--- src/roi_average_luma_percent_top_defines.svh ---
// ----------------------------------------------------------------------------
// roi_average_luma_percent_top_defines.svh
// Assertion macros shared by the region-of-interest luma block.
// ----------------------------------------------------------------------------
`ifndef ROI_AVERAGE_LUMA_PERCENT_TOP_DEFINES_SVH
`define ROI_AVERAGE_LUMA_PERCENT_TOP_DEFINES_SVH

// same-cycle implication, disabled during reset
`define ROI_AVG_ASSERT_IMPLY(label, clk, rst, ante, cons) \
  label: assert property (@(posedge clk) disable iff (rst) (ante) |-> (cons)) \
    else $error("roi_avg: implication check failed");

// next-cycle implication, disabled during reset
`define ROI_AVG_ASSERT_NEXT(label, clk, rst, ante, cons) \
  label: assert property (@(posedge clk) disable iff (rst) (ante) |=> (cons)) \
    else $error("roi_avg: next-cycle check failed");

`endif

--- src/roi_avg_pkg.sv ---
// ----------------------------------------------------------------------------
// roi_avg_pkg
// Shared constants and types of the region-of-interest average luma block.
// ----------------------------------------------------------------------------
package roi_avg_pkg;

  // frame geometry
  localparam int MAX_DIM   = 4096;
  localparam int CNT_W     = $clog2(MAX_DIM);
  localparam int DIM_W     = CNT_W + 1;
  localparam int CFG_DIM_W = 13;
  localparam int OFS_W     = 8;
  localparam int PCT_W     = 7;
  localparam int PCT_FULL  = 100;

  // window arithmetic
  localparam int PROD_W    = DIM_W + PCT_W;
  localparam int QUO_W     = DIM_W + 1;
  localparam int END_W     = QUO_W + 1;
  localparam int AREA_W    = 2 * DIM_W - 1;

  // floor(p / 100) as (p * DIV100_MUL) >> DIV100_SH, exact for p < 2**PROD_W
  localparam int     DIV100_SH    = PROD_W + 7;
  localparam longint DIV100_MUL   = ((longint'(1) <<< DIV100_SH) + 99) / 100;
  localparam int     DIV100_MUL_W = DIV100_SH - 5;

  // floor(n / 255) as (n * DIV255_MUL) >> DIV255_SH, exact for n <= 25600
  localparam int     DIV255_SH    = 23;
  localparam longint DIV255_MUL   = ((longint'(1) <<< DIV255_SH) + 254) / 255;
  localparam int     DIV255_MUL_W = 16;
  localparam int     SCALE_N_W    = 15;

  // stream payload
  localparam int LUMA_W    = 8;
  localparam int OUT_PCT_W = 7;
  localparam int TDATA_W   = 8;

  // accumulator and divider
  localparam int SUM_W  = 33;
  localparam int DCNT_W = $clog2(SUM_W + 1);

  // cycles for the window pipeline to settle after a register write
  localparam int SETTLE_CYC = 3;
  localparam int SETTLE_W   = 2;

  // register port
  localparam int ADDR_W    = 5;
  localparam int DATA_W    = 32;
  localparam int REG_IDX_W = 3;

  localparam logic [REG_IDX_W-1:0] REG_FRAME_WIDTH     = REG_IDX_W'(0);
  localparam logic [REG_IDX_W-1:0] REG_FRAME_HEIGHT    = REG_IDX_W'(1);
  localparam logic [REG_IDX_W-1:0] REG_CROP_LEFT_PCT   = REG_IDX_W'(2);
  localparam logic [REG_IDX_W-1:0] REG_CROP_TOP_PCT    = REG_IDX_W'(3);
  localparam logic [REG_IDX_W-1:0] REG_CROP_WIDTH_PCT  = REG_IDX_W'(4);
  localparam logic [REG_IDX_W-1:0] REG_CROP_HEIGHT_PCT = REG_IDX_W'(5);

  typedef struct packed {
    logic        [CFG_DIM_W-1:0] frame_width;
    logic        [CFG_DIM_W-1:0] frame_height;
    logic signed [OFS_W-1:0]     crop_left_pct;
    logic signed [OFS_W-1:0]     crop_top_pct;
    logic        [PCT_W-1:0]     crop_width_pct;
    logic        [PCT_W-1:0]     crop_height_pct;
  } cfg_t;

  typedef struct packed {
    logic accept;
    logic div_step;
    logic scale;
    logic load;
  } cmd_t;

  typedef struct packed {
    logic div_done;
    logic out_busy;
  } status_t;

  typedef enum logic [3:0] {
    ST_RUN    = 4'b0001,
    ST_DIVIDE = 4'b0010,
    ST_SCALE  = 4'b0100,
    ST_FINISH = 4'b1000
  } state_t;

  function automatic logic [DIM_W-1:0] clamp_dim(input logic [CFG_DIM_W-1:0] v);
    logic [DIM_W-1:0] r;
    if (32'(v) > MAX_DIM) r = DIM_W'(MAX_DIM);
    else r = DIM_W'(v);
    return r;
  endfunction

endpackage

--- src/roi_avg_regs.sv ---
// ----------------------------------------------------------------------------
// roi_avg_regs
// Register file behind the APB-style configuration port.
// ----------------------------------------------------------------------------
module roi_avg_regs
  import roi_avg_pkg::*;
(
  input  logic              clk,
  input  logic              rst,
  input  logic              psel,
  input  logic              penable,
  input  logic              pwrite,
  input  logic [ADDR_W-1:0] paddr,
  input  logic [DATA_W-1:0] pwdata,
  output logic [DATA_W-1:0] prdata,
  output logic              pready,
  output cfg_t              cfg,
  output logic              cfg_wr
);

  logic [REG_IDX_W-1:0] reg_idx;

  assign pready  = 1'b1;
  assign reg_idx = paddr[ADDR_W-1:ADDR_W-REG_IDX_W];
  assign cfg_wr  = psel && penable && pwrite && pready;

  always_ff @(posedge clk) begin
    if (rst) begin
      cfg.frame_width     <= CFG_DIM_W'(1920);
      cfg.frame_height    <= CFG_DIM_W'(1080);
      cfg.crop_left_pct   <= '0;
      cfg.crop_top_pct    <= '0;
      cfg.crop_width_pct  <= '0;
      cfg.crop_height_pct <= '0;
    end else if (cfg_wr) begin
      unique case (reg_idx)
        REG_FRAME_WIDTH:     cfg.frame_width     <= pwdata[CFG_DIM_W-1:0];
        REG_FRAME_HEIGHT:    cfg.frame_height    <= pwdata[CFG_DIM_W-1:0];
        REG_CROP_LEFT_PCT:   cfg.crop_left_pct   <= pwdata[OFS_W-1:0];
        REG_CROP_TOP_PCT:    cfg.crop_top_pct    <= pwdata[OFS_W-1:0];
        REG_CROP_WIDTH_PCT:  cfg.crop_width_pct  <= pwdata[PCT_W-1:0];
        REG_CROP_HEIGHT_PCT: cfg.crop_height_pct <= pwdata[PCT_W-1:0];
        default: ;
      endcase
    end
  end

  always_comb begin
    unique case (reg_idx)
      REG_FRAME_WIDTH:     prdata = DATA_W'(cfg.frame_width);
      REG_FRAME_HEIGHT:    prdata = DATA_W'(cfg.frame_height);
      REG_CROP_LEFT_PCT:   prdata = DATA_W'(signed'(cfg.crop_left_pct));
      REG_CROP_TOP_PCT:    prdata = DATA_W'(signed'(cfg.crop_top_pct));
      REG_CROP_WIDTH_PCT:  prdata = DATA_W'(cfg.crop_width_pct);
      REG_CROP_HEIGHT_PCT: prdata = DATA_W'(cfg.crop_height_pct);
      default:             prdata = '0;
    endcase
  end

endmodule

--- config.mk ---
export PLATFORM = sky130hd
export DESIGN_NAME = roi_avg_regs
export DESIGN_NICKNAME = d
export VERILOG_FILES = /design/src/roi_average_luma_percent_top_defines.svh /design/src/roi_avg_pkg.sv /design/src/roi_avg_regs.sv
export SDC_FILE = /design/constraint.sdc
export NUM_CORES = 1
export LEC_CHECK = 0
export BUFFER_PORTS_ARGS = -buffer_cell sky130_fd_sc_hd__clkbuf_2
export CORE_ASPECT_RATIO = 1.2
export CORE_MARGIN = 1.5
export CORE_UTILIZATION = 30
export DETAILED_ROUTE_END_ITERATION = 8
export GPL_TIMING_DRIVEN = 0
export HOLD_SLACK_MARGIN = 0.08
export SLEW_MARGIN = 20
export SYNTH_ARGS = -nofsm -noshare
export SYNTH_HDL_FRONTEND = slang
export SYNTH_SLANG_ARGS = --single-unit
--- constraint.sdc ---
create_clock -name clk -period 2 [get_ports clk]
set_input_delay 0.5 -clock clk [delete_from_list [all_inputs] [get_ports clk]]
set_output_delay 0.5 -clock clk [all_outputs]
set_load 0.01 [all_outputs]
==> metrics <==
Initial Util=30.6%; first-pass GRT wire length=13500 um; clock latency at the later pin of the worst-skew pair=0.29 ns; max-slew violations=0; Synth Area in Simple Gates=18.6%; fin crit share=107%; flops & latches, synth=56; TritonCTS clock tree=yes; critical path endpoint category=output port; Detailed Routing Iterations Pass 1=4; Most used DFF post-synth=dfxtp_1; Cell Count, Final, Fillers Out=542; Avg Cell Area, Syn=9.84 um^2; diode count=0; final clock skew=0 ns; Mapped Area=2890 um^2; Die Ht=111 um; IR drop worst, VDD=0.410 mV; Leak=0.00204 uW; largest registers=cfg: 56 flops; post-route cell area=4030 um^2; Slowest-stage cell, CP=mux2_4; violated checks=setup timing; number of global-route vias before repair=2512; Area contributors post-synth=dfxtp_1 39%, mux2i_1 20%, nand2b_1 12%, mux2_2 5.8%, buf_4 5.4%; drt wl/cell=16.1 um; WP data required=1.50 ns; clock buffer count from CTS=5; Relative slew margins=64.7%; Setup crit start kind=primary input; port buffer count=107; Ys Warns=0; Largest stage delay, worst path=0.33 ns; count of flip-flops with a built-in enable after synthesis=0; Critical Path Source=paddr[2]; launching point of the worst reg2reg path=cfg[38]$_SDFFE_PP0P_; Reg with most FFs=cfg; initial antenna violation count=0; FFs w/ async S/R, synth=0%; Cell Area, Placed=3610 um^2; actual slew at the worst max-slew pin=0.530 ns; Hold Slack=0.461 ns; Compound-Gate Fraction of Synth Area=7.74%; worst-path maximum fanout=19; crit-path cells=clkbuf_16 -> buf_8 -> mux2_4 -> nand2_8 -> clkinvlp_4 -> buf_12 -> buf_4 -> clkbuf_2; Synth Area in XOR/XNOR=0%; Critical Path AT=1.63 ns; highest achievable clock rate=469 MHz; CTS sink count=56; H-tree Lvls=2; pre-CTS setup slack=-0.497 ns; largest area contributor in the synthesized netlist=dfxtp_1; Die W=92.7 um; DRT iter0 DRCs=86; DRC viols=0; Synth top area share=38.7%; hold_buf cts=0; sequential cell area fraction in the yosys report=38.7%; share of layout cells above drive strength 1=47.5%; cells after synthesis=294; worst hold start=pwdata[9]; syn_nets=336; Routability Congestion=0.828; final hold violation count=0; Max Cap Violations=0; grt ovf=0; Total Nets Final=460; Area Overhead vs Synth=39.1%; clock buffer depth=2; largest net degree at the start of global routing=20; final setup vio count=28; Final ANT Viol Nets=0; fin worst setup slack=-0.132 ns; root buffer cell=clkbuf_16; vias=2547; core box area=9470 um^2; post-placement cell count=524; hpwl dp=6460 um; mux cell area share after synthesis=25.9%; cell class contributing the biggest share of worst-path delay=buffers and inverters; Post-Route WL=8740 um; WP buf/inv=6; die area=10200 um^2; crit path kind=primary input to output port; RSZ-0062 raised after global routing=true; worst reg-to-reg setup slack=1.20 ns; I/O pin total=132; number of library cell types mapped by synthesis=29; Site Rows=39; Cell Pwr Density=572 nW/um^2; adder-cell share of the synthesized area=0%; top-count cell post-synth=mux2i_1; DR vias/cell=4.70; Overall Global Routing Usage=16.9%; Tmin final=2.13 ns; Worst-path clk slew=0.07 ns; largest family of logic cells by synthesized area=multiplexers; max FFs per register=56; status=finished with violations; HP Class=primary input to flop; final total power=2300 uW; synth cell count leaders=58 x mux2i_1, 56 x dfxtp_1, 56 x nand2b_1
==> cell type report <==
cell class / instances / area [um^2]
clock buffers: 6 / 139
well taps: 123 / 154
plain buffers: 38 / 293
fillers: 977 / 5440
multi-input cells: 197 / 1620
repair buffers: 118 / 668
clock inverters: 2 / 13.8
flip-flops and latches: 56 / 1120
inverters: 2 / 12.5
==> worst register-to-register path: stages (launching register included) <==
cell,delay (ns)
dfxtp_1,0.36
a21bo_2,0.23
a21oi_1,0.14
==> path summary, 6_finish.rpt <==
check,to,cells after the start
worst max-delay path,prdata[23],8
worst min-delay path,cfg[39]$_SDFFE_PP0P_,3
worst max register to register,cfg[38]$_SDFFE_PP0P_,2
worst min register to register,cfg[47]$_SDFFE_PP0P_,2
==> per-stage QoR <==
stage,setup TNS [ns],util [%]
finish,-2.88,42.5
global placement,-10.69,38.1
floorplan,0,-
detailed placement,-11.63,38.1
CTS,-2.45,41.5
global route,-3.64,42.5
==> logic make-up (layout without fill, tap and decap cells) <==
kind of cell	after synthesis	in the layout
flops	56	56
compound gates	32	32
buf+inv	41	166
other cells	1	1
simple gates	91	91
mux	73	73
==> power breakdown <==
part | internal, uW | switching (uW) | leakage, uW | total, uW
combinational | 119 | 139 | 0.00151 | 258
sequential | 1120 | 7.36 | 0.000452 | 1130
clock | 502 | 415 | 0.0000772 | 917
==> cells in the final DEF, fill, tap and decap left out, types with 5 or more instances in the layout <==
cell	instances
nor2_1	12
clkbuf_2	97
clkbuf_16	6
o21ai_2	5
buf_2	11
dfxtp_1	56
buf_6	7
mux2_2	11
clkbuf_1	7
buf_4	28
mux2i_1	58
nand2b_1	56
a21oi_1	5
nand2_2	5
==> metal layers <==
layer	global-route usage (%)	part of all wire [%]	vias to the layer above
met5	0	0	-
met4	4.85	1.6	0
met3	3.58	6.4	10
met2	30.2	49	101
met1	20.1	43	1193
li1	-	-	1243
==> repair_timing <==
item | in CTS | in global routing
setup buffers | 7 | 4
resized for setup | 28 | 28
pin swaps | 4 | 5
setup endpoints to repair | 32 | 31
Power figures use the tool's default switching activity.
