`config.mk`:
```
export PLATFORM = sky130hd
export DESIGN_NAME = roi_avg_ctrl
export DESIGN_NICKNAME = d
export VERILOG_FILES = /design/src/roi_average_luma_percent_top_defines.svh /design/src/roi_avg_pkg.sv /design/src/roi_avg_ctrl.sv
export SDC_FILE = /design/constraint.sdc
export NUM_CORES = 1
export LEC_CHECK = 0
export BUFFER_PORTS_ARGS = -buffer_cell sky130_fd_sc_hd__buf_2
export CAP_MARGIN = 25
export CORE_AREA = 4 4 41 43
export CTS_CLUSTER_SIZE = 40
export DETAILED_ROUTE_END_ITERATION = 10
export DIE_AREA = 0 0 45 47
export GPL_ROUTABILITY_DRIVEN = 0
export GPL_TIMING_DRIVEN = 0
export PLACE_DENSITY = 0.51
export SETUP_SLACK_MARGIN = 0.02
export SYNTH_ARGS = -nofsm -noshare
export SYNTH_HDL_FRONTEND = slang
export SYNTH_SLANG_ARGS = --single-unit
```
`constraint.sdc`:
```
create_clock -name clk -period 1.5 [get_ports clk]
set_clock_uncertainty 0.1 [all_clocks]
set_input_delay 0.225 -clock clk [delete_from_list [all_inputs] [get_ports clk]]
set_output_delay 0.225 -clock clk [all_outputs]
set_load 0.02 [all_outputs]
```
`src/roi_average_luma_percent_top_defines.svh`:
```
// ----------------------------------------------------------------------------
// roi_average_luma_percent_top_defines.svh
// Assertion macros shared by the region-of-interest luma block.
// ----------------------------------------------------------------------------
`ifndef ROI_AVERAGE_LUMA_PERCENT_TOP_DEFINES_SVH
`define ROI_AVERAGE_LUMA_PERCENT_TOP_DEFINES_SVH

// same-cycle implication, disabled during reset
`define ROI_AVG_ASSERT_IMPLY(label, clk, rst, ante, cons) \
  label: assert property (@(posedge clk) disable iff (rst) (ante) |-> (cons)) \
    else $error("roi_avg: implication check failed");

// next-cycle implication, disabled during reset
`define ROI_AVG_ASSERT_NEXT(label, clk, rst, ante, cons) \
  label: assert property (@(posedge clk) disable iff (rst) (ante) |=> (cons)) \
    else $error("roi_avg: next-cycle check failed");

`endif

```
`src/roi_avg_pkg.sv`:
```
// ----------------------------------------------------------------------------
// roi_avg_pkg
// Shared constants and types of the region-of-interest average luma block.
// ----------------------------------------------------------------------------
package roi_avg_pkg;

  // frame geometry
  localparam int MAX_DIM   = 4096;
  localparam int CNT_W     = $clog2(MAX_DIM);
  localparam int DIM_W     = CNT_W + 1;
  localparam int CFG_DIM_W = 13;
  localparam int OFS_W     = 8;
  localparam int PCT_W     = 7;
  localparam int PCT_FULL  = 100;

  // window arithmetic
  localparam int PROD_W    = DIM_W + PCT_W;
  localparam int QUO_W     = DIM_W + 1;
  localparam int END_W     = QUO_W + 1;
  localparam int AREA_W    = 2 * DIM_W - 1;

  // floor(p / 100) as (p * DIV100_MUL) >> DIV100_SH, exact for p < 2**PROD_W
  localparam int     DIV100_SH    = PROD_W + 7;
  localparam longint DIV100_MUL   = ((longint'(1) <<< DIV100_SH) + 99) / 100;
  localparam int     DIV100_MUL_W = DIV100_SH - 5;

  // floor(n / 255) as (n * DIV255_MUL) >> DIV255_SH, exact for n <= 25600
  localparam int     DIV255_SH    = 23;
  localparam longint DIV255_MUL   = ((longint'(1) <<< DIV255_SH) + 254) / 255;
  localparam int     DIV255_MUL_W = 16;
  localparam int     SCALE_N_W    = 15;

  // stream payload
  localparam int LUMA_W    = 8;
  localparam int OUT_PCT_W = 7;
  localparam int TDATA_W   = 8;

  // accumulator and divider
  localparam int SUM_W  = 33;
  localparam int DCNT_W = $clog2(SUM_W + 1);

  // cycles for the window pipeline to settle after a register write
  localparam int SETTLE_CYC = 3;
  localparam int SETTLE_W   = 2;

  // register port
  localparam int ADDR_W    = 5;
  localparam int DATA_W    = 32;
  localparam int REG_IDX_W = 3;

  localparam logic [REG_IDX_W-1:0] REG_FRAME_WIDTH     = REG_IDX_W'(0);
  localparam logic [REG_IDX_W-1:0] REG_FRAME_HEIGHT    = REG_IDX_W'(1);
  localparam logic [REG_IDX_W-1:0] REG_CROP_LEFT_PCT   = REG_IDX_W'(2);
  localparam logic [REG_IDX_W-1:0] REG_CROP_TOP_PCT    = REG_IDX_W'(3);
  localparam logic [REG_IDX_W-1:0] REG_CROP_WIDTH_PCT  = REG_IDX_W'(4);
  localparam logic [REG_IDX_W-1:0] REG_CROP_HEIGHT_PCT = REG_IDX_W'(5);

  typedef struct packed {
    logic        [CFG_DIM_W-1:0] frame_width;
    logic        [CFG_DIM_W-1:0] frame_height;
    logic signed [OFS_W-1:0]     crop_left_pct;
    logic signed [OFS_W-1:0]     crop_top_pct;
    logic        [PCT_W-1:0]     crop_width_pct;
    logic        [PCT_W-1:0]     crop_height_pct;
  } cfg_t;

  typedef struct packed {
    logic accept;
    logic div_step;
    logic scale;
    logic load;
  } cmd_t;

  typedef struct packed {
    logic div_done;
    logic out_busy;
  } status_t;

  typedef enum logic [3:0] {
    ST_RUN    = 4'b0001,
    ST_DIVIDE = 4'b0010,
    ST_SCALE  = 4'b0100,
    ST_FINISH = 4'b1000
  } state_t;

  function automatic logic [DIM_W-1:0] clamp_dim(input logic [CFG_DIM_W-1:0] v);
    logic [DIM_W-1:0] r;
    if (32'(v) > MAX_DIM) r = DIM_W'(MAX_DIM);
    else r = DIM_W'(v);
    return r;
  endfunction

endpackage

```
`src/roi_avg_ctrl.sv`:
```
// ----------------------------------------------------------------------------
// roi_avg_ctrl
// Sequencer: sample intake, end-of-frame divide, scaling and result handoff.
// ----------------------------------------------------------------------------
module roi_avg_ctrl
  import roi_avg_pkg::*;
(
  input  logic    clk,
  input  logic    rst,
  input  logic    in_valid,
  input  logic    in_last,
  input  logic    cfg_wr,
  input  status_t status,
  output logic    in_ready,
  output cmd_t    cmd
);

  state_t              state;
  state_t              state_next;
  logic [SETTLE_W-1:0] settle;

  // hold the input while the window pipeline catches up with a write
  always_ff @(posedge clk) begin
    if (rst) begin
      settle <= SETTLE_W'(SETTLE_CYC);
    end else if (cfg_wr) begin
      settle <= SETTLE_W'(SETTLE_CYC);
    end else if (settle != '0) begin
      settle <= settle - SETTLE_W'(1);
    end
  end

  assign in_ready = (state == ST_RUN) && (settle == '0) && !cfg_wr;

  always_comb begin
    state_next   = state;
    cmd.accept   = 1'b0;
    cmd.div_step = 1'b0;
    cmd.scale    = 1'b0;
    cmd.load     = 1'b0;
    unique case (state)
      ST_RUN: begin
        cmd.accept = in_ready && in_valid;
        if (cmd.accept && in_last) state_next = ST_DIVIDE;
      end
      ST_DIVIDE: begin
        cmd.div_step = !status.div_done;
        if (status.div_done) state_next = ST_SCALE;
      end
      ST_SCALE: begin
        cmd.scale  = 1'b1;
        state_next = ST_FINISH;
      end
      ST_FINISH: begin
        // wait for the output register to free up
        cmd.load = !status.out_busy;
        if (cmd.load) state_next = ST_RUN;
      end
      default: state_next = ST_RUN;
    endcase
  end

  always_ff @(posedge clk) begin
    if (rst) begin
      state <= ST_RUN;
    end else begin
      state <= state_next;
    end
  end

endmodule

```
==> metrics.log, run 1 <==
[metrics] share of total power in sequential cells: 48.4%
[metrics] Final HPWL DP: 627 um
[metrics] overall global routing resource usage: 9.72%
[metrics] final period utilization: 116%
[metrics] post-synthesis instance total: 44
[metrics] met2 demand-to-capacity share in global routing: 15.5%
[metrics] Cell Rows: 13
[metrics] Period minus WS final: 1740 ps
[metrics] largest area contributor in the synthesized netlist: sky130_fd_sc_hd__dfxtp_1
[metrics] net count after synthesis: 52
[metrics] most crowded layer after global routing: met2
[metrics] class of the tightest hold or removal check: in2reg
[metrics] most common cell after layout, fill and taps aside: sky130_fd_sc_hd__buf_4
[metrics] endpoint kind of the worst setup timing path: output port
[metrics] width of the chip: 45 um
[metrics] number of global-route vias before repair: 339
[metrics] clock transition time at the flip-flop clock pins of the worst setup and hold paths: 50 ps
[metrics] arrival time of the worst setup path: 1420 ps
[metrics] part of the Yosys area used for sequential elements: 29.6%
[metrics] Reg2Reg Launch Point: state[2]
[metrics] part of the total power dissipated in combinational logic: 7.9%
[metrics] initial antenna violation count: 0
[metrics] number of clock sinks: 6
[metrics] Worst Setup SP: state[2]
[metrics] setup repair after global routing missed its margin: yes
[metrics] Worst Max-Slew Pin Slew: 353 ps
[metrics] reported max-cap violation count: 0
[metrics] Slew HR: 76.2%
[metrics] number of vias after detailed routing: 402
[metrics] PD cells: 531 nW/um^2
[metrics] post-detailed-route DRC marker count: 0
[metrics] required time at the endpoint of the critical path: 1170 ps
[metrics] VDD IR max: 0.321 mV
[metrics] fraction of final layout cells with drive strength greater than 1: 53.8%
[metrics] internal portion of total power: 0.266 mW
[metrics] #FFs+latches synth: 6
[metrics] met3 usage in global routing: 2.30%
[metrics] setup ws final: -245 ps
[metrics] number of warnings printed during yosys synthesis: 0
[metrics] Cell Area, Synth: 405 um^2
[metrics] Peak Freq: 573 MHz
[metrics] number of synthesized flops with an enable pin: 0
[metrics] sequential cell area: 123 um^2
[metrics] result of the run: finished, violations left
[metrics] buffer levels on the longest clock path: 2
[metrics] most frequent cells in the layout: sky130_fd_sc_hd__buf_4, sky130_fd_sc_hd__buf_2, sky130_fd_sc_hd__buf_6
[metrics] hold-fix buffers at CTS: 0
[metrics] Avg Synthesized Cell Area: 9.21 um^2
[metrics] switch share: 21.6%
[metrics] net total in the final layout: 75
[metrics] violated checks: setup timing
[metrics] Synth area leaders: sky130_fd_sc_hd__dfxtp_1, sky130_fd_sc_hd__nor4b_4, sky130_fd_sc_hd__nor4b_1
[metrics] pin count of the biggest net entering global routing: 11
[metrics] H-Tree Depth: 1
[metrics] Cell Count Post-Placement: 70
[metrics] hold path start: rst
[metrics] global-route wire length before repair: 1.44 mm
[metrics] async set-or-reset flop fraction in the synthesized netlist: 0%
[metrics] final total power: 0.339 mW
[metrics] First DRT Iteration DRCs: 4
[metrics] Worst-Skew Late Latency: 240 ps
[metrics] biggest fanout along the worst timing path: 4
[metrics] cell chosen for the clock root: sky130_fd_sc_hd__clkbuf_4
[metrics] Synth Flop Type: sky130_fd_sc_hd__dfxtp_1
[metrics] critical path class: reg2out
[metrics] fraction of power consumed by the clock network: 43.7%
[metrics] area used by multi-input combinational logic: 283 um^2
[metrics] number of max-slew violations in the final report: 0
[metrics] Lkg Pwr: 0.286 nW
[metrics] synth-to-layout area growth: 57.7%
[metrics] total overflow reported by the global router: 0
[metrics] area of the die: 2120 um^2
[metrics] total of buffers placed on input and output ports: 11
[metrics] Non-Filler Instances: 80
[metrics] Via density: 5.03
[metrics] nature of the critical path startpoint: flip-flop
[metrics] worst hold margin: 125 ps
[metrics] per-cell routed wire length: 11.9 um
[metrics] number of buffers created by CTS: 3
[metrics] final hold violations: 0
[metrics] Final Routed Wirelength: 953 um
[metrics] Net Switching: 0.0733 mW
[metrics] die outline height: 47 um
[metrics] CTS tree: built
[metrics] fin util: 49.1%
[metrics] fill cell instance count of the final layout: 142
[metrics] Initial Util: 31.2%
[metrics] IO Count: 12
[metrics] antenna cell count: 0
[metrics] count of endpoints failing setup in the final report: 7
[metrics] TritonRoute pass-1 iters: 4
[metrics] area of the placeable core: 1300 um^2
[metrics] number of distinct library cells after synthesis: 29
[metrics] Routed Antenna Nets: 0
[metrics] M1 GR Usage: 11.4%
[metrics] Synth top area share: 29.6%
==> layer usage <==
layer | part of all wire [%] | vias to the layer above
li1 | - | 207
met1 | 45 | 187
met2 | 51 | 8
met3 | 4.2 | 0
met4 | 0 | 0
met5 | 0 | -
==> synthesized netlist by cell type, types with 2 or more instances <==
| master | count |
|---|---|
| sky130_fd_sc_hd__nor2_1 | 3 |
| sky130_fd_sc_hd__nor4_1 | 2 |
| sky130_fd_sc_hd__nand2b_1 | 2 |
| sky130_fd_sc_hd__dfxtp_1 | 6 |
| sky130_fd_sc_hd__nor4b_1 | 2 |
| sky130_fd_sc_hd__inv_1 | 3 |
| sky130_fd_sc_hd__nand2_1 | 2 |
| sky130_fd_sc_hd__buf_2 | 2 |
| sky130_fd_sc_hd__nor2b_1 | 2 |
==> worst max-delay path: stages (launching register included) <==
cell and delay [ps]:
sky130_fd_sc_hd__dfxtp_1 300, sky130_fd_sc_hd__buf_6 120, sky130_fd_sc_hd__or4b_4 550, sky130_fd_sc_hd__nor2_4 100
sky130_fd_sc_hd__buf_6 120
==> layout make-up <==
| cell class | instances | share of cell area [%] |
|---|---|---|
| inverters | 3 | 1.76 |
| well taps | 15 | 2.94 |
| repair buffers | 19 | 24.9 |
| clock buffers | 3 | 3.52 |
| flip-flops and latches | 6 | 19.2 |
| plain buffers | 2 | 3.52 |
| multi-input cells | 32 | 44.2 |
==> flip-flops by register name, indices dropped and copies added (netlist names) <==
register / cells
state: 4
settle: 2
==> per-stage QoR <==
stage	TNS (ps)	instance area [um^2]	setup WS, ps
floorplan	0	420	7.13
global placement	-175	494	-87.5
detailed placement	-157	494	-87.1
CTS	-1140	611	-290
global route	-1320	639	-291
finish	-804	639	-245
==> cell families after synthesis <==
family          Yosys count  share of synthesized area, %
xor+xnor                  1                          2.16
buf+inv                   6                          8.02
mux                       1                          2.78
flops                     6                          29.6
fa+ha+maj                 1                          3.09
compound gates            8                          16.7
simple gates             21                          37.7
==> final timing paths <==
path	to	slack (ps)	cells after the start
worst max-delay path	cmd[2]	-240	4
worst min-delay path	state[3]	120	2
worst max register to register	state[0]	-130	4
worst min register to register	settle[0]	390	2
==> repair_timing <==
action	CTS	global route
gates resized for setup	15	5
endpoints found under the setup margin	6	8
cloned	0	0
endpoints found under the hold margin	0	0
pin swaps	3	5
buffers inserted	5	3
==> power groups by stage <==
stage	clock (mW)	combinational [mW]	sequential, mW
floorplan	0	0.00963	0.167
global placement	0	0.0236	0.167
detailed placement	0	0.0236	0.167
CTS	0.157	0.0253	0.164
global route	0.162	0.0307	0.164
finish	0.148	0.0269	0.164
No activity file was read; power rests on OpenSTA's default activity.
==> run 2: changes to the inputs <==
SKIP_LAST_GASP = 1   (was default)
==> run 2 against run 1 <==
  * The flow still finishes with violations (setup timing)
  * Power up 0.12%
  * Worst hold slack better by 3.1 ps
  * Wire length up 5.6%
  * Critical path type unchanged
  * Critical path depth unchanged
  * Register-to-register slack about the same
  * Largest cell class unchanged
  * Non-clock buffer count down 1
  * Fmax about the same
  * Die area unchanged
  * Cell count down 1.3%
==> metrics.log, run 2 (synthesis results as in run 1) <==
[metrics] nature of the critical path startpoint: flip-flop
[metrics] final period utilization: 116% (about the same)
[metrics] final hold violations: 0 (unchanged)
[metrics] most common cell after layout, fill and taps aside: sky130_fd_sc_hd__buf_4
[metrics] overall global routing resource usage: 9.49% (-0.24 points)
[metrics] dominant cell type by count on the critical path: sky130_fd_sc_hd__buf_6
[metrics] CTS tree: built
[metrics] Slew HR: 76.1% (-0.10 points)
[metrics] Cell Rows: 13 (unchanged)
[metrics] global-route wire length before repair: 1.41 mm (-1.9%)
[metrics] Final Routed Wirelength: 1.01 mm (+5.6%)
[metrics] critical path's slowest cell: sky130_fd_sc_hd__or4b_4
[metrics] most frequent cells in the layout: sky130_fd_sc_hd__buf_4, sky130_fd_sc_hd__buf_2, sky130_fd_sc_hd__buf_6, sky130_fd_sc_hd__dfxtp_1
[metrics] pre-CTS worst setup slack: -87.1 ps (unchanged)
[metrics] Initial Util: 31.2% (unchanged)
[metrics] number of vias after detailed routing: 400 (-0.50%)
[metrics] antenna cell count: 0 (unchanged)
[metrics] pin count of the biggest net entering global routing: 11 (unchanged)
[metrics] width of the chip: 45 um (unchanged)
[metrics] count of endpoints failing setup in the final report: 7 (unchanged)
[metrics] cell chosen for the clock root: sky130_fd_sc_hd__clkbuf_4
[metrics] Worst-Skew Late Latency: 240 ps (about the same)
[metrics] Worst Setup SP: state[2]
[metrics] Reg2Reg Launch Point: state[2]
[metrics] Routed Antenna Nets: 0 (unchanged)
[metrics] TritonRoute pass-1 iters: 2 (-2)
[metrics] fraction of final layout cells with drive strength greater than 1: 53.1% (-0.72 points)
[metrics] fin util: 48.3% (-0.87 points)
[metrics] First DRT Iteration DRCs: 4 (unchanged)
[metrics] Via density: 5.06 (+0.76%)
[metrics] kind of cell adding the most delay to the critical path: simple AND/OR/NAND/NOR gates
[metrics] area used by multi-input combinational logic: 283 um^2 (unchanged)
[metrics] post-detailed-route DRC marker count: 0 (unchanged)
[metrics] H-Tree Depth: 1 (unchanged)
[metrics] final total power: 0.340 mW (+0.12%)
[metrics] IO Count: 12 (unchanged)
[metrics] CP Cell Sequence: buf_6 > or4b_4 > nor2_4 > buf_6
[metrics] hold-fix buffers at CTS: 0 (unchanged)
[metrics] internal reg-to-reg setup slack: -130 ps (about the same)
[metrics] net total in the final layout: 74 (-1.3%)
[metrics] initial antenna violation count: 0 (unchanged)
[metrics] Lkg Pwr: 0.281 nW (-1.7%)
[metrics] number of clock sinks: 6 (unchanged)
[metrics] number of global-route vias before repair: 340 (+0.29%)
[metrics] die outline height: 47 um (unchanged)
[metrics] per-cell routed wire length: 12.7 um (+6.9%)
[metrics] arrival time of the worst setup path: 1420 ps (about the same)
[metrics] buffer levels on the longest clock path: 2 (unchanged)
[metrics] Peak Freq: 573 MHz (about the same)
[metrics] sequential cell area: 123 um^2 (unchanged)
[metrics] total of buffers placed on input and output ports: 11 (unchanged)
[metrics] Most flops, register: state
[metrics] cell count of the worst reg-to-reg path: 4 (unchanged)
[metrics] reported max-cap violation count: 0 (unchanged)
[metrics] Critical Path End: cmd[2]
[metrics] fill cell instance count of the final layout: 140 (-1.4%)
[metrics] Final HPWL DP: 627 um (unchanged)
[metrics] total overflow reported by the global router: 0 (unchanged)
[metrics] result of the run: finished, violations left
[metrics] area of the placeable core: 1300 um^2 (unchanged)
[metrics] PD cells: 541 nW/um^2 (+1.9%)
[metrics] largest registers: state: 4 flops, settle: 2 flops
[metrics] required time at the endpoint of the critical path: 1170 ps (about the same)
[metrics] synth-to-layout area growth: 54.9%
[metrics] area of the die: 2120 um^2 (unchanged)
[metrics] worst hold margin: 128 ps (+3.14 ps)
[metrics] VDD IR max: 0.313 mV (-2.4%)
[metrics] endpoint kind of the worst setup timing path: output port
[metrics] setup repair after global routing missed its margin: yes
[metrics] biggest fanout along the worst timing path: 4 (unchanged)
[metrics] number of max-slew violations in the final report: 0 (unchanged)
[metrics] Worst Max-Slew Pin Slew: 354 ps (+1.55 ps)
[metrics] class of the tightest hold or removal check: in2reg
[metrics] stages on the worst setup path: 4 (unchanged)
[metrics] violated checks: setup timing
[metrics] number of buffers created by CTS: 3 (unchanged)
[metrics] number of flip-flops in the largest register: 4 (unchanged)
[metrics] number of buffer and inverter stages on the critical path: 2 (unchanged)
[metrics] Worst path max stage delay: 550 ps (about the same)
[metrics] FF-to-FF End: state[0]
[metrics] critical path class: reg2out
[metrics] Period minus WS final: 1750 ps (+1.03 ps)
[metrics] clock transition time at the flip-flop clock pins of the worst setup and hold paths: 50 ps (about the same)
[metrics] setup ws final: -246 ps (-1.03 ps)
==> run 2: cell count changes in the layout (fill, tap and decap cells not counted), sizes merged <==
| cell | delta |
|---|---|
| buf | -1 |
==> run 2: worst min path at each step <==
stage	slack, ps	depth (start not counted)	startpoint	end
6_report	130	2	rst	state[3]
5_1_grt	130	2	rst	state[3]
4_1_cts	100	3	cfg_wr	settle[1]
3_5_place_dp	340	3	cfg_wr	settle[0]
3_3_place_gp	340	3	cfg_wr	settle[0]
2_1_floorplan	200	1	rst	state[1]
==> run 2: worst reg2reg max path, delay by kind of cell (launching register included) <==
family                 cells  cell delay, ps
buffers and inverters      2             280
AOI/OAI and AO/OA          1             300
DFF                        1             300
and+or+nand+nor            1             550
==> run 2: routing by layer <==
metal	global-route usage (%)	part of all wire (%)	routed length (um)	vias up
li1	-	-	-	206
met5	0	0	0	-
met3	2.30	3.1	31	0
met4	7.02	0	0	0
met1	11.2	45	453	188
met2	15.0	52	521	6
==> run 2: through the flow <==
step | setup TNS (ps) | instances | area, um^2
finish | -771 | 79 | 628
floorplan | 0 | 44 | 420
global placement | -175 | 70 | 494
global route | -1210 | 79 | 628
CTS | -1140 | 78 | 607
detailed placement | -157 | 70 | 494
==> run 2: cell type report <==
type                    count  share of cell area [%]
clock buffers               3                    3.59
multi-input cells          32                    45.0
inverters                   3                    1.79
flip-flops and latches      6                    19.5
well taps                  15                    2.99
plain buffers               2                    3.59
repair buffers             18                    23.5
==> run 2: what timing repair did <==
action                     4_1_cts  5_1_grt
pin swaps                        3        4
setup endpoints to repair        6        8
hold endpoints to repair         0        0
resized for setup               14        5
buffers inserted                 5        2
==> run 2: power by group <==
group / leakage, nW / total (mW) / internal, mW / switching (mW)
clock network: 0.0138 / 0.148 / 0.0905 / 0.0577
registers: 0.0488 / 0.164 / 0.163 / 0.00150
logic: 0.219 / 0.0275 / 0.0128 / 0.0148
==> run 3: changes to the inputs <==
BUFFER_PORTS_ARGS = default   (was -buffer_cell sky130_fd_sc_hd__buf_2)
DONT_BUFFER_PORTS = 1   (was default)
PLACE_DENSITY = 0.43   (was 0.51)
SLEW_MARGIN = 20   (was default)
==> run 3 against run 2 <==
  * The run still ends with setup timing left
  * Sequential share of layout area is 0.76 points higher
  * Wire length is 3.5% higher
  * Core utilization is 0.38 points lower
  * Flip-flop and latch count stayed put
  * Clock power hardly changed
  * Worst hold slack worse by 92 ps
  * Sequential power hardly changed
  * Cell count is 7.6% lower
  * Combinational power is 32% lower
  * Critical path depth is 1 lower
  * Fmax is 4.1% higher
  * First-iteration DRC count is 25% higher
  * Critical path type unchanged
  * Largest cell class unchanged
  * Highest routed layer is now met4
==> metrics.log, run 3 (synthesis results as in run 1) <==
[metrics] global-route wire length before repair: 1.64 mm (+16%)
[metrics] IO Count: 12 (unchanged)
[metrics] total overflow reported by the global router: 0 (unchanged)
[metrics] post-detailed-route DRC marker count: 0 (unchanged)
[metrics] internal portion of total power: 0.262 mW (-1.5%)
[metrics] most frequent cells in the layout: sky130_fd_sc_hd__buf_6, sky130_fd_sc_hd__buf_4, sky130_fd_sc_hd__inv_1, sky130_fd_sc_hd__clkbuf_4, sky130_fd_sc_hd__dfxtp_1
[metrics] endpoint kind of the worst setup timing path: output port
[metrics] buffer levels on the longest clock path: 2 (unchanged)
[metrics] part of the total power dissipated in combinational logic: 5.8% (-2.3 points)
[metrics] critical path class: reg2out
[metrics] setup ws final: -177 ps (+69.3 ps)
[metrics] fraction of final layout cells with drive strength greater than 1: 51.7% (-1.4 points)
[metrics] setup total negative slack: -739 ps (+32.0 ps)
[metrics] share of total power in sequential cells: 49.7% (+1.4 points)
[metrics] Cell Rows: 13 (unchanged)
[metrics] worst hold margin: 36.5 ps (-91.7 ps)
[metrics] H-Tree Depth: 1 (unchanged)
[metrics] per-cell routed wire length: 14.3 um (+12%)
[metrics] result of the run: finished, violations left
[metrics] Slew HR: 62.3% (-14 points)
[metrics] PD cells: 524 nW/um^2 (-3.1%)
[metrics] clock transition time at the flip-flop clock pins of the worst setup and hold paths: 50 ps (about the same)
[metrics] antenna cell count: 0 (unchanged)
[metrics] largest registers: state: 4 flops, settle: 2 flops
[metrics] net total in the final layout: 68 (-8.1%)
[metrics] Most flops, register: state
[metrics] cell chosen for the clock root: sky130_fd_sc_hd__clkbuf_4
[metrics] Net Switching: 0.0649 mW (-12%)
[metrics] setup repair after global routing missed its margin: yes
[metrics] number of clock sinks: 6 (unchanged)
[metrics] number of vias after detailed routing: 405 (+1.3%)
[metrics] Worst-Skew Late Latency: 240 ps (about the same)
[metrics] number of max-slew violations in the final report: 0 (unchanged)
[metrics] reported max-cap violation count: 0 (unchanged)
[metrics] initial antenna violation count: 0 (unchanged)
[metrics] biggest fanout along the worst timing path: 7 (+3)
[metrics] fraction of power consumed by the clock network: 44.5% (+0.9 points)
[metrics] arrival time of the worst setup path: 1350 ps (-70 ps)
[metrics] final period utilization: 112% (-4.6 points)
[metrics] Period minus WS final: 1680 ps (-69.3 ps)
[metrics] Via density: 5.55 (+9.6%)
[metrics] area of the placeable core: 1300 um^2 (unchanged)
[metrics] Routed Antenna Nets: 0 (unchanged)
[metrics] number of flip-flops in the largest register: 4 (unchanged)
[metrics] number of buffers created by CTS: 3 (unchanged)
[metrics] Worst Max-Slew Pin Slew: 563 ps (+209 ps)
[metrics] final total power: 0.327 mW (-3.9%)
[metrics] Initial Util: 31.2% (unchanged)
[metrics] Peak Freq: 596 MHz (+4.1%)
[metrics] width of the chip: 45 um (unchanged)
[metrics] class of the tightest hold or removal check: in2reg
[metrics] area of the die: 2120 um^2 (unchanged)
[metrics] fin util: 47.9% (-0.38 points)
[metrics] Final HPWL DP: 657 um (+4.7%)
[metrics] overall global routing resource usage: 10.7% (+1.2 points)
[metrics] violated checks: setup timing
[metrics] VDD IR max: 0.475 mV (+52%)
[metrics] total of buffers placed on input and output ports: 0 (-11)
[metrics] CTS tree: built
[metrics] First DRT Iteration DRCs: 5 (+1)
[metrics] count of endpoints failing setup in the final report: 7 (unchanged)
[metrics] number of global-route vias before repair: 391 (+15%)
[metrics] required time at the endpoint of the critical path: 1170 ps (about the same)
[metrics] pre-CTS worst setup slack: -78.1 ps (+9.02 ps)
[metrics] nature of the critical path startpoint: flip-flop
[metrics] TritonRoute pass-1 iters: 4 (+2)
[metrics] Lkg Pwr: 0.263 nW (-6.4%)
[metrics] switch share: 19.9% (-1.9 points)
[metrics] pin count of the biggest net entering global routing: 11 (unchanged)
[metrics] Final Routed Wirelength: 1.04 mm (+3.5%)
[metrics] die outline height: 47 um (unchanged)
[metrics] final hold violations: 0 (unchanged)
[metrics] synth-to-layout area growth: 53.7%
==> run 3: what timing repair did <==
item                       in CTS  in global routing
hold endpoints to repair        5                  0
gates resized for setup        14                  8
hold buffers                    2                  0
pin swaps                       3                  8
setup endpoints to repair       6                  8
setup buffers                   5                  6
==> run 3: power by group through the flow <==
stage,Clock (mW),Sequential [mW],Combinational (mW)
finish,0.146,0.162,0.0188
global route,0.159,0.163,0.0204
CTS,0.150,0.164,0.0171
detailed placement,0,0.167,0.0110
global placement,0,0.167,0.0103
floorplan,0,0.167,0.00963
==> run 3: path summary, 6_finish.rpt <==
check / startpoint / to / slack, ps / cells after the start
max reg2reg: state[2] / state[0] / -100 / 4
min reg2reg: settle[0] / settle[0] / 390 / 2
min: rst / state[2] / 40 / 2
max: state[2] / cmd[2] / -180 / 3
==> run 3: worst max-delay path, cell delays in order, from the launching register on <==
cell and delay [ps]:
sky130_fd_sc_hd__dfxtp_2 310, sky130_fd_sc_hd__buf_6 120, sky130_fd_sc_hd__or4b_4 510, sky130_fd_sc_hd__nor2_4 160
==> run 3: layer usage <==
metal	wire length, um	up-vias	track usage, %
li1	-	193	-
met1	447	196	12.5
met2	504	14	16.4
met3	83	2	5.75
met4	5	0	4.68
met5	0	-	0
==> run 3: area by class of cell <==
| class | instances | area [um^2] |
|---|---|---|
| timing repair buffer | 12 | 110 |
| inverter | 3 | 11.3 |
| sequential | 6 | 126 |
| clock buffer | 3 | 22.5 |
| fill | 137 | 678 |
| buffer | 2 | 22.5 |
| multi-input combinational | 32 | 312 |
| tap | 15 | 18.8 |
==> run 3: through the flow <==
| step | area, um^2 | cells |
|---|---|---|
| finish | 623 | 73 |
| global route | 623 | 73 |
| CTS | 566 | 69 |
| detailed placement | 439 | 59 |
| global placement | 439 | 59 |
| floorplan | 420 | 44 |
